### src/rtl/nbg_ram.sv
// Generic single-port RAM with registered read.
module nbg_ram #(
  parameter int unsigned WIDTH = 32,
  parameter int unsigned DEPTH = 8
) (
  input  logic                     clk,
  input  logic                     we,
  input  logic [$clog2(DEPTH)-1:0] addr,
  input  logic [WIDTH-1:0]         wdata,
  output logic [WIDTH-1:0]         rdata
);

  logic [WIDTH-1:0] mem [DEPTH];

  always_ff @(posedge clk) begin
    if (we) begin
      mem[addr] <= wdata;
    end
    rdata <= mem[addr];
  end

endmodule

### config.mk
export PLATFORM = sky130hd
export DESIGN_NAME = nbg_ram
export DESIGN_NICKNAME = d
export VERILOG_FILES = /design/src/rtl/nbg_ram.sv
export SDC_FILE = /design/constraint.sdc
export NUM_CORES = 1
export LEC_CHECK = 0
export BUFFER_PORTS_ARGS = -buffer_cell sky130_fd_sc_hd__buf_2
export CAP_MARGIN = 20
export CORE_MARGIN = 5
export CORE_UTILIZATION = 60
export DETAILED_ROUTE_END_ITERATION = 10
export GPL_TIMING_DRIVEN = 0
export PLACE_DENSITY = 0.79
export SYNTH_ARGS = -nofsm -noshare
export SYNTH_HDL_FRONTEND = slang
export SYNTH_SLANG_ARGS = --single-unit
export TNS_END_PERCENT = 5
### constraint.sdc
create_clock -name clk -period 5.1 [get_ports clk]
set_input_delay 0.51 -clock clk [delete_from_list [all_inputs] [get_ports clk]]
set_output_delay 0.51 -clock clk [all_outputs]
set_load 0.02 [all_outputs]
=== After elaboration in Yosys (flattened, before gate mapping) ===
Memory sizes are Yosys's and may differ from the RTL's. A register that Yosys moved wholly into a read port is not among the register bits.
Index checks and enable logic that the tools add are counted.

* Mux-type cells: 2

{| class="wikitable"
|+ Operator list
! operator !! number
|-
| 1-bit 2-to-1 mux || 2
|}

* Bits of input ports: 37
* Output and inout bits: 32
* Bits in writable memories: 256
* Bits in registers: 0
* Memories: 1

{| class="wikitable"
|+ Memory list
! name !! words !! width !! read ports !! clocked after Yosys merged registers in !! write ports !! RTL line !! text
|-
| mem || 8 || 32 || 1 || 1 || 1 || 13 || <nowiki>logic [WIDTH-1:0] mem [DEPTH];</nowiki>
|}

=== Depth between registers and ports, before layout ===
* Word-level depth: 2
* Mapped depth: 7

=== Worst setup path after synthesis ===
No wires, ideal clock.

* Kind: input to register
* From: input addr[2]
* To: memory mem[4][0], enable pin
* Stages on the path: 5
* Library setup time: 0.461 ns
* Arrival: 3.430 ns
* Buffers on the path: 3
* Path slack: 1.209 ns
* Cells stage by stage: buf_2 buf_2 buf_2 nand2_1 nor3_1

{| class="wikitable"
|+ RTL lines
! item !! RTL line !! text
|-
| start, declared || 8 || <nowiki>input logic [$clog2(DEPTH)-1:0] addr,</nowiki>
|-
| end, declared || 13 ||
|}

No word-level cell before the write port.

=== Final worst setup path ===
* From: input addr[2]
* To: memory mem[4][20], enable pin

No word-level cell before the write port.

==> run_results.csv <==
group,metric,value,unit
yosys,synth.avg_cell_area,23.2,µm²
place,hpwl,12700,µm
floorplanning,ioPinCount,69,
drt,route.vias.total,4981,
global_route,antenna_found_initial,3,
floorplanning,start_util,0.609,
timing,hold_viol,0,
global_route,grt_max_degree,22,
setup_path,path_max_fanout,10,
clock_network,clkSinkCount,288,
yosys,syn_nets,490,
cells_and_area,postLayoutCoreUtil,0.706,
cells_and_area,fin_nets,597,
drt,detail_route.wl_per_cell,26.5,µm
floorplanning,die-area,0.0202,mm²
clock_network,cts_buffers,26,
floorplanning,core-area,0.0172,mm²
timing,hold-worst-slack,0.252,ns
place,placed_area,0.0114,mm²
setup_path,worstPathArrival,2.81,ns
clock_network,cts_hold_buf,0,
cells_and_area,antennaDiodeCount,0,
clock_network,cts_resized,0,
drt,avgViaCountPerCell,6.20,
cells_and_area,final_common_cell,"edfxtp_1",
timing,rsz0062_at_grt,"no",
yosys,ys_seq_area_frac,0.793,
yosys,yosys_warnings,0,
floorplanning,die_x,142,µm
clock_network,cts-htree-levels,1,
timing,min_period_over_period,0.509,
setup_path,cp-start-kind,"input port",
outcome,status,"finished, final reports clean",
power,vdd_drop_max,0.296,mV
setup_path,crit_path_top_delay_cell,"nor3_2",
timing,fin_ws,2.50,ns
timing,worst_pin_slew,0.837,ns
timing,setup_viol,0,
floorplanning,die_h,142,µm
place,pre_cts_ws,2.06,ns
power,leakagePower,4.20,nW
power,pwr_density_cell,393,mW/mm²
drt,drtAntennaViolNets,0,
setup_path,cpMostUsedCell,"buf_2",
run,drv_cap,0,
drt,drc,0,
yosys,synth_cells,453,
cells_and_area,fillers,947,
cells_and_area,finalInstanceArea,0.0122,mm²
cells_and_area,drive_gt1_frac,0.295,
place,place_congestion,0.759,
setup_path,path_cells,"buf_2 -> buf_2 -> buf_2 -> nand2_1 -> nor3_2 -> buf_6 -> buf_6",
floorplanning,row_count,48,
drt,first_iter_violations,398,
cells_and_area,layout_common_cells,"edfxtp_1, buf_2, mux4_1, dfxtp_1, mux2_2",
timing,setup_tns,0,ns
timing,drv_slew,0,
global_route,track_usage,0.214,
setup_path,critPathCaptureType,"flip-flop",
cells_and_area,multi_input_area,0.00209,mm²
setup_path,slowest_delay,0.66,ns
timing,finClkSkew,0.0108,ns
power,p_total,4.79,mW
clock_network,clk_pin_slew,0.06,ns
global_route,overflow,0,
cells_and_area,instances_no_fill,804,
global_route,grt_pass1_wl,31900,µm
yosys,synth-seq-cells,288,
place,dp.cells,757,
clock_network,postCtsSetupRepairBufs,0,
yosys,syn-cell-area,0.0105,mm²
clock_network,cts_tree,"done",
global_route,grt_pass1_vias,5382,
setup_path,cp.required,5.32,ns
timing,layout_min_cycle_time,2.60,ns
min_path,hold_class,"in2reg",
drt,wirelength,21300,µm
clock_network,cts_max_path_buffers,3,
setup_path,crit_type,"in2reg",
place,portBuffers,65,
yosys,synth_cell_type_count,24,
cells_and_area,regArea,0.00833,mm²
clock_network,clkLatencyLatePin,0.52,ns
timing,fmax,385,MHz
drt,first_pass_iters,5,
cells_and_area,syn_to_final_growth,15.9,%
clock_network,cts_root_buffer,"clkbuf_16",
timing,relSlewSlack,0.442,
[path summary, 6_finish.rpt]
path	slack, ns	start	depth (start not counted)	endpoint
max	2.50	addr[2]	7	mem[4][20]
min reg2reg	0.48	mem[4][17]	2	rdata[17]
min	0.25	wdata[17]	1	mem[6][17]
max reg2reg	3.74	mem[5][21]	2	rdata[21]
[Yosys cell counts]
| cell | n | share of area |
|---|---|---|
| a311o_1 | 1 | 0.00095 |
| buf_1 | 2 | 0.00072 |
| inv_1 | 1 | 0.00036 |
| nor2b_1 | 2 | 0.0012 |
| a211oi_1 | 1 | 0.00072 |
| nand2b_1 | 2 | 0.0012 |
| mux4_1 | 41 | 0.10 |
| edfxtp_1 | 256 | 0.73 |
| nand2_1 | 4 | 0.0014 |
| a21oi_1 | 6 | 0.0029 |
| and2_1 | 1 | 0.00060 |
| mux2i_1 | 15 | 0.014 |
| a221oi_1 | 2 | 0.0017 |
| dfxtp_1 | 32 | 0.061 |
| mux2_2 | 30 | 0.032 |
| buf_2 | 9 | 0.0043 |
| o21ai_0 | 6 | 0.0029 |
| nor3_1 | 3 | 0.0014 |
| nor2_1 | 9 | 0.0032 |
| buf_6 | 6 | 0.0064 |
| mux4_2 | 9 | 0.019 |
| clkbuf_1 | 4 | 0.0014 |
| o22ai_1 | 6 | 0.0036 |
| a22oi_1 | 5 | 0.0036 |
[cell type report]
| type | count | share of cell area |
|---|---|---|
| timing repair buffer | 79 | 0.0458 |
| tap | 225 | 0.0231 |
| multi-input combinational | 143 | 0.172 |
| clock inverter | 11 | 0.00576 |
| sequential | 288 | 0.684 |
| buffer | 21 | 0.0111 |
| clock buffer | 36 | 0.0583 |
| inverter | 1 | 0.000308 |
[flip-flops by register name, indices dropped and copies added (netlist names)]
name   cells
rdata     32
mem      256
[power by group]
group	leakage [nW]	switching [mW]	internal, mW
combinational	1.23	0.176	0.123
clock	0.378	0.784	1.02
sequential	2.60	0.0253	2.66
total	4.20	0.985	3.80
[critical path: cells and delay by family]
| family | cells | cell delay (ns) |
|---|---|---|
| buf+inv | 5 | 1.33 |
| simple gates | 2 | 0.95 |
[logic make-up (layout without fill, tap and decap cells)]
family / after synthesis / count (layout) / synth area share
mux: 95 / 95 / 0.168
flops: 288 / 288 / 0.793
compound gates: 27 / 27 / 0.0162
simple gates: 21 / 21 / 0.00906
buf+inv: 22 / 148 / 0.0132
[layer usage]
metal  up-vias  global-route usage  wire, µm
met5         -                   0        28
met4         6              0.0680       523
met3        50              0.0403      1500
met2       222               0.380     11400
met1      2572               0.268      7870
li1       2131                   -         -
No activity file was read; power rests on OpenSTA's default activity.
