File: src/rtl/nbg_div.sv
// Restoring bit-serial divider: quotient of num by den, one bit per cycle.
module nbg_div (
  input  logic         clk,
  input  logic         rst,
  input  logic         start,
  input  logic [79:0]  num,
  input  logic [63:0]  den,
  output logic         done,
  output logic [79:0]  quot
);

  logic [79:0] n_sh;
  logic [64:0] rem;
  logic [6:0]  cnt;
  logic        busy;
  logic [64:0] trial;

  assign trial = {rem[63:0], n_sh[79]};

  always_ff @(posedge clk) begin
    if (rst) begin
      busy <= 1'b0;
      done <= 1'b0;
    end else begin
      done <= 1'b0;
      if (start) begin
        busy <= 1'b1;
        cnt  <= 7'd0;
        rem  <= '0;
        n_sh <= num;
        quot <= '0;
      end else if (busy) begin
        n_sh <= {n_sh[78:0], 1'b0};
        if (trial >= {1'b0, den}) begin
          rem  <= trial - {1'b0, den};
          quot <= {quot[78:0], 1'b1};
        end else begin
          rem  <= trial;
          quot <= {quot[78:0], 1'b0};
        end
        cnt <= cnt + 7'd1;
        if (cnt == 7'd79) begin
          busy <= 1'b0;
          done <= 1'b1;
        end
      end
    end
  end

endmodule

File: config.mk
export PLATFORM = sky130hd
export DESIGN_NAME = nbg_div
export DESIGN_NICKNAME = d
export VERILOG_FILES = /design/src/rtl/nbg_div.sv
export SDC_FILE = /design/constraint.sdc
export NUM_CORES = 1
export LEC_CHECK = 0
export BUFFER_PORTS_ARGS = -buffer_cell sky130_fd_sc_hd__buf_2
export CORE_ASPECT_RATIO = 0.8
export CORE_MARGIN = 5
export CORE_UTILIZATION = 33
export DETAILED_ROUTE_END_ITERATION = 10
export SYNTH_ARGS = -nofsm -noshare
export SYNTH_HDL_FRONTEND = slang
export SYNTH_SLANG_ARGS = --single-unit
export TNS_END_PERCENT = 30
File: constraint.sdc
create_clock -name clk -period 14 [get_ports clk]
set_clock_uncertainty 0.1 [all_clocks]
set_input_delay 0.7 -clock clk [delete_from_list [all_inputs] [get_ports clk]]
set_output_delay 0.7 -clock clk [all_outputs]
set_load 0.02 [all_outputs]
# Yosys cells after proc, flatten, opt, wreduce, memory -nomap -nowiden

Index checks and enable logic that the tools add are counted.

Register bits after elaboration: 233
Bits in latches: 0
Bits in writable memories: 0
Memory bits (read-only): 0
Bits of input ports: 147
Output and inout bits: 81
Logic and storage cells: 26
Memories: 0

Add/subtract/negate cells: 2
Multipliers: 0
Divide/modulo/power cells: 0
Magnitude comparators: 1
Equality and inequality tests: 1
Shifts and indexed selects: 0
Muxes and demuxes: 11
Bitwise logic cells: 2
Reduce and logical (&&, ||, !) cells: 3

Operators by type and width:

| operator                                     | number |
|---|---|
| 2-to-1 mux 80 bit                            | 3 |
| 2-to-1 mux 64 bit                            | 2 |
| >= comparator 65 x 64 -> 1 bit               | 1 |
| subtractor 64 bit                            | 1 |
| adder 7 x 1 -> 7 bit (second input constant) | 1 |
| == test 7 bit (second input constant)        | 1 |
| 2-to-1 mux 7 bit                             | 1 |
| 2-to-1 mux 1 bit                             | 5 |
| OR reduction 3 bit                           | 1 |
| inverter 1 bit                               | 2 |
| AND reduction 2 bit                          | 1 |
| nonzero test 2 bit                           | 1 |

# Depth between registers and ports, before layout

Word-level depth: 4
Mapped depth: 15

# Least setup slack after synthesis

OpenSTA, ideal clock, no wires.

Path kind: input to register
Start point: input port start
End point: register cnt[0], enable pin
Arrival: 10.898 ns
Slack: 2.172 ns
Stages on the path: 4
Buffers on the path: 2
Path through: clkbuf_1 > buf_2 > nor2_1 > nor2_1

Longest elaborated chain between the ends: 2

RTL lines:

| what                                 | RTL line | text |
|---|---|---|
| from (decl)                          | 5        | `input logic start,` |
| nonzero test 2 bit (no source line)  | n/a      |  |
| AND reduction 2 bit (no source line) | n/a      |  |
| to (signal assigned)                 | 41       | `cnt <= cnt + 7'd1;` |
| to (decl)                            | 14       | `logic [6:0] cnt;` |

No other way between the ends.
A chain may end at the register's enable or synchronous reset.

# Worst setup path in the final report

Start point: register rem[14]
End point: register rem[56] (data pin)

Longest elaborated chain between the ends: 3

RTL lines:

| what                                                                | RTL line | text |
|---|---|---|
| from (decl)                                                         | 13       | `logic [64:0] rem;` |
| from (signal assigned)                                              | 35       | `rem <= trial - {1'b0, den};` |
| from (signal assigned)                                              | 38       | `rem <= trial;` |
| subtractor 64 bit or >= comparator 65 x 64 -> 1 bit (tied branches) | 35, 34   |  |
| 2-to-1 mux 64 bit (*)                                               | 34       | `if (trial >= {1'b0, den}) begin` |
| 2-to-1 mux 64 bit (*)                                               | 32       | `end else if (busy) begin` |

Every way passes the cells marked *; elsewhere a longest branch is shown, timed or not. The select of a mux whose other input is x is not followed.

==> reports/metrics.yaml <==
critical_path:
  crit_chain: "ha_1 -> and4_1 -> nor4b_1 -> nand2_1 -> a31oi_4 -> a2111oi_4 -> o21bai_4 -> a21oi_4 -> inv_2 -> nand2_1 -> o31ai_1"
  worstPathBufferInverterCount: 1
  max_stage_delay_ns: 0.52
  cpMostUsedCell: "nand2_1"
  critPathArrivalTime_ns: 4.42
  critPathLaunchType: "flip-flop"
  critPathMaxFanout: 23
  slowest_stage: "inv_2"
  crit_type: "reg2reg"
  end_kind: "flip-flop"
  required_ns: 14.29
  cpLargestDelayFamily: "simple AND/OR/NAND/NOR gates"
global_routing:
  grt_use_total_pct: 15.0
  grt.overflow.total: 0
  grt_antenna_before_repair: 10
  first_global_vias: 10200
  grt_max_degree: 175
  grt_pass1_wl_mm: 55.6
yosys:
  yosysTopAreaCell: "edfxtp_1"
  synth-edff-count: 231
  synth_seq_area_share_pct: 50.9
  ys_seq_elements: 233
  syn_area_per_cell_um2: 10.8
  netlist_top_cells_area: "edfxtp_1 (51%), mux2_2 (6.5%), ha_1 (5.9%)"
  yosys_warnings: 0
  yosysMostFrequentCell: "edfxtp_1"
  synth_nets: 1486
  synth_area_um2: 13700
  synth_common_cells: "edfxtp_1 (231), nor2_1 (121), a21oi_1 (120), nor2b_1 (90), inv_1 (82)"
  synth_top_area_share_pct: 50.7
  async_flop_share_pct: 0
  syn_inst: 1273
  ys_types: 66
  ys.flop_type: "edfxtp_1"
power_and_ir_drop:
  cellPowerDensity_nw_per_um2: 125
  p_leak_nw: 6.56
  ir_drop_mv: 0.0762
place:
  gp_congestion: 0.904
  dp.final_hpwl_mm: 25.7
  place.port_buffers: 227
clock_tree:
  post_cts_resized: 0
  cts_tree: "built"
  clk_pin_slew_ns: 0.07
  cts_max_level: 1
  cts_root_buf: "clkbuf_16"
  clock_sinks: 233
  post-cts-setup-buffers: 0
  cts_made_buffers: 28
  cts_buffer_depth: 3
  ctsHoldBuffers: 0
  clock_latency_ns: 0.57
drt:
  remaining_drc_errors: 0
  wl_mm: 36.3
  drt_iter0_drc: 888
  vias: 10500
  wl_per_cell_um: 17.7
  drtAntennaViolNets: 0
  avgViaCountPerCell: 5.14
  dr.pass1.iters: 5
floorplanning:
  die_area_um2: 45700
  rows: 66
  fp.dieH_um: 192
  die_w_um: 238
  start_util_pct: 33.6
  coreArea_um2: 40800
  io_pins: 228
sta:
  fmax_mhz: 242
  layout_min_cycle_time_ns: 4.13
  slew_headroom_pct: 32.1
  final_max_slew_viol_count: 0
  finalSetupViolCount: 0
  rsz0062_at_grt: "no"
  tightest_slew_ns: 1.02
  final.setup.tns_ns: 0
  fin_crit_sh_pct: 29.5
  finalHoldViolations: 0
layout:
  syn_to_final_growth_pct: 18.2
  layout-drive-gt1-share_pct: 24.7
  fin_nets: 1690
  fin_util_pct: 39.7
  fill_cells: 4075
flow_run:
  cap_violations: 0
status:
  run_status: "finished, final reports clean"
worst_hold_path:
  holdCritPathClass: "in2reg"
==> per-layer routing <==
metal | track usage, % | vias up | wire (µm)
met3 | 3.45 | 61 | 2440
met4 | 4.04 | 6 | 932
met2 | 22.8 | 320 | 15800
met1 | 21.6 | 5082 | 17100
met5 | 0 | - | 34
li1 | - | 5046 | -
==> through the flow <==
stage | instance area [µm²] | total power (W) | instances | setup WS, ns | hold slack [ns]
after global routing | 16200 | 0.00214 | 2044 | 9.61 | 0.219
final | 16200 | 0.00203 | 2046 | 9.87 | 0.249
after detailed placement | 15300 | 0.00135 | 1991 | 9.45 | 0.382
after global placement | 15300 | 0.00134 | 1991 | 9.59 | 0.372
after CTS | 16200 | 0.00205 | 2041 | 9.88 | 0.214
after floorplan | 13700 | 0.00123 | 1273 | 2.17 | 0.360
==> power breakdown <==
| group | leakage [nW] | internal, W | switching, W |
|---|---|---|---|
| combinational | 3.89 | 0.000187 | 0.000291 |
| sequential | 2.26 | 0.000838 | 0.0000236 |
| clock | 0.410 | 0.000386 | 0.000304 |
==> sequential cells by signal, indices dropped and copies added (netlist names) <==
register	count
n_sh	80
quot	80
rem	64
cnt	7
busy	1
done	1
==> cells in the final DEF, fill, tap and decap left out, types with 29 or more instances in the layout <==
master,n
o21ai_0,55
xnor2_1,29
a21oi_1,120
nor2_1,120
edfxtp_1,231
mux2_2,79
nand2_1,70
ha_1,65
nor2b_1,90
buf_2,226
inv_1,82
==> cell type report <==
cell class              instances  area [µm²]  area share, %
clock buffers                  32         716           4.42
flip-flops and latches        233        6980           43.1
clock inverters                18         140          0.865
well taps                     544         681           4.20
diodes                          5        12.5         0.0773
multi-input cells             898        6150           38.0
repair buffers                233        1200           7.41
inverters                      83         312           1.92
==> final timing paths <==
check / from / endpoint / slack, ns / cells past startpoint
min: rst / done / 0.25 / 2
max: rem[14] / rem[56] / 9.87 / 11
min reg2reg: busy / done / 0.39 / 1
max reg2reg: rem[14] / rem[56] / 9.87 / 11
==> cell families after synthesis <==
logic type	count (synthesis)	share of synthesized area [%]
and+or+nand+nor	399	14.7
DFF	233	50.9
adders and majority gates	66	6.08
buffers and inverters	142	4.17
AOI/OAI and AO/OA	289	13.3
xor gates and xnor gates	52	3.33
muxes	92	7.45
Note: power is estimated with default switching activity, not from simulation.
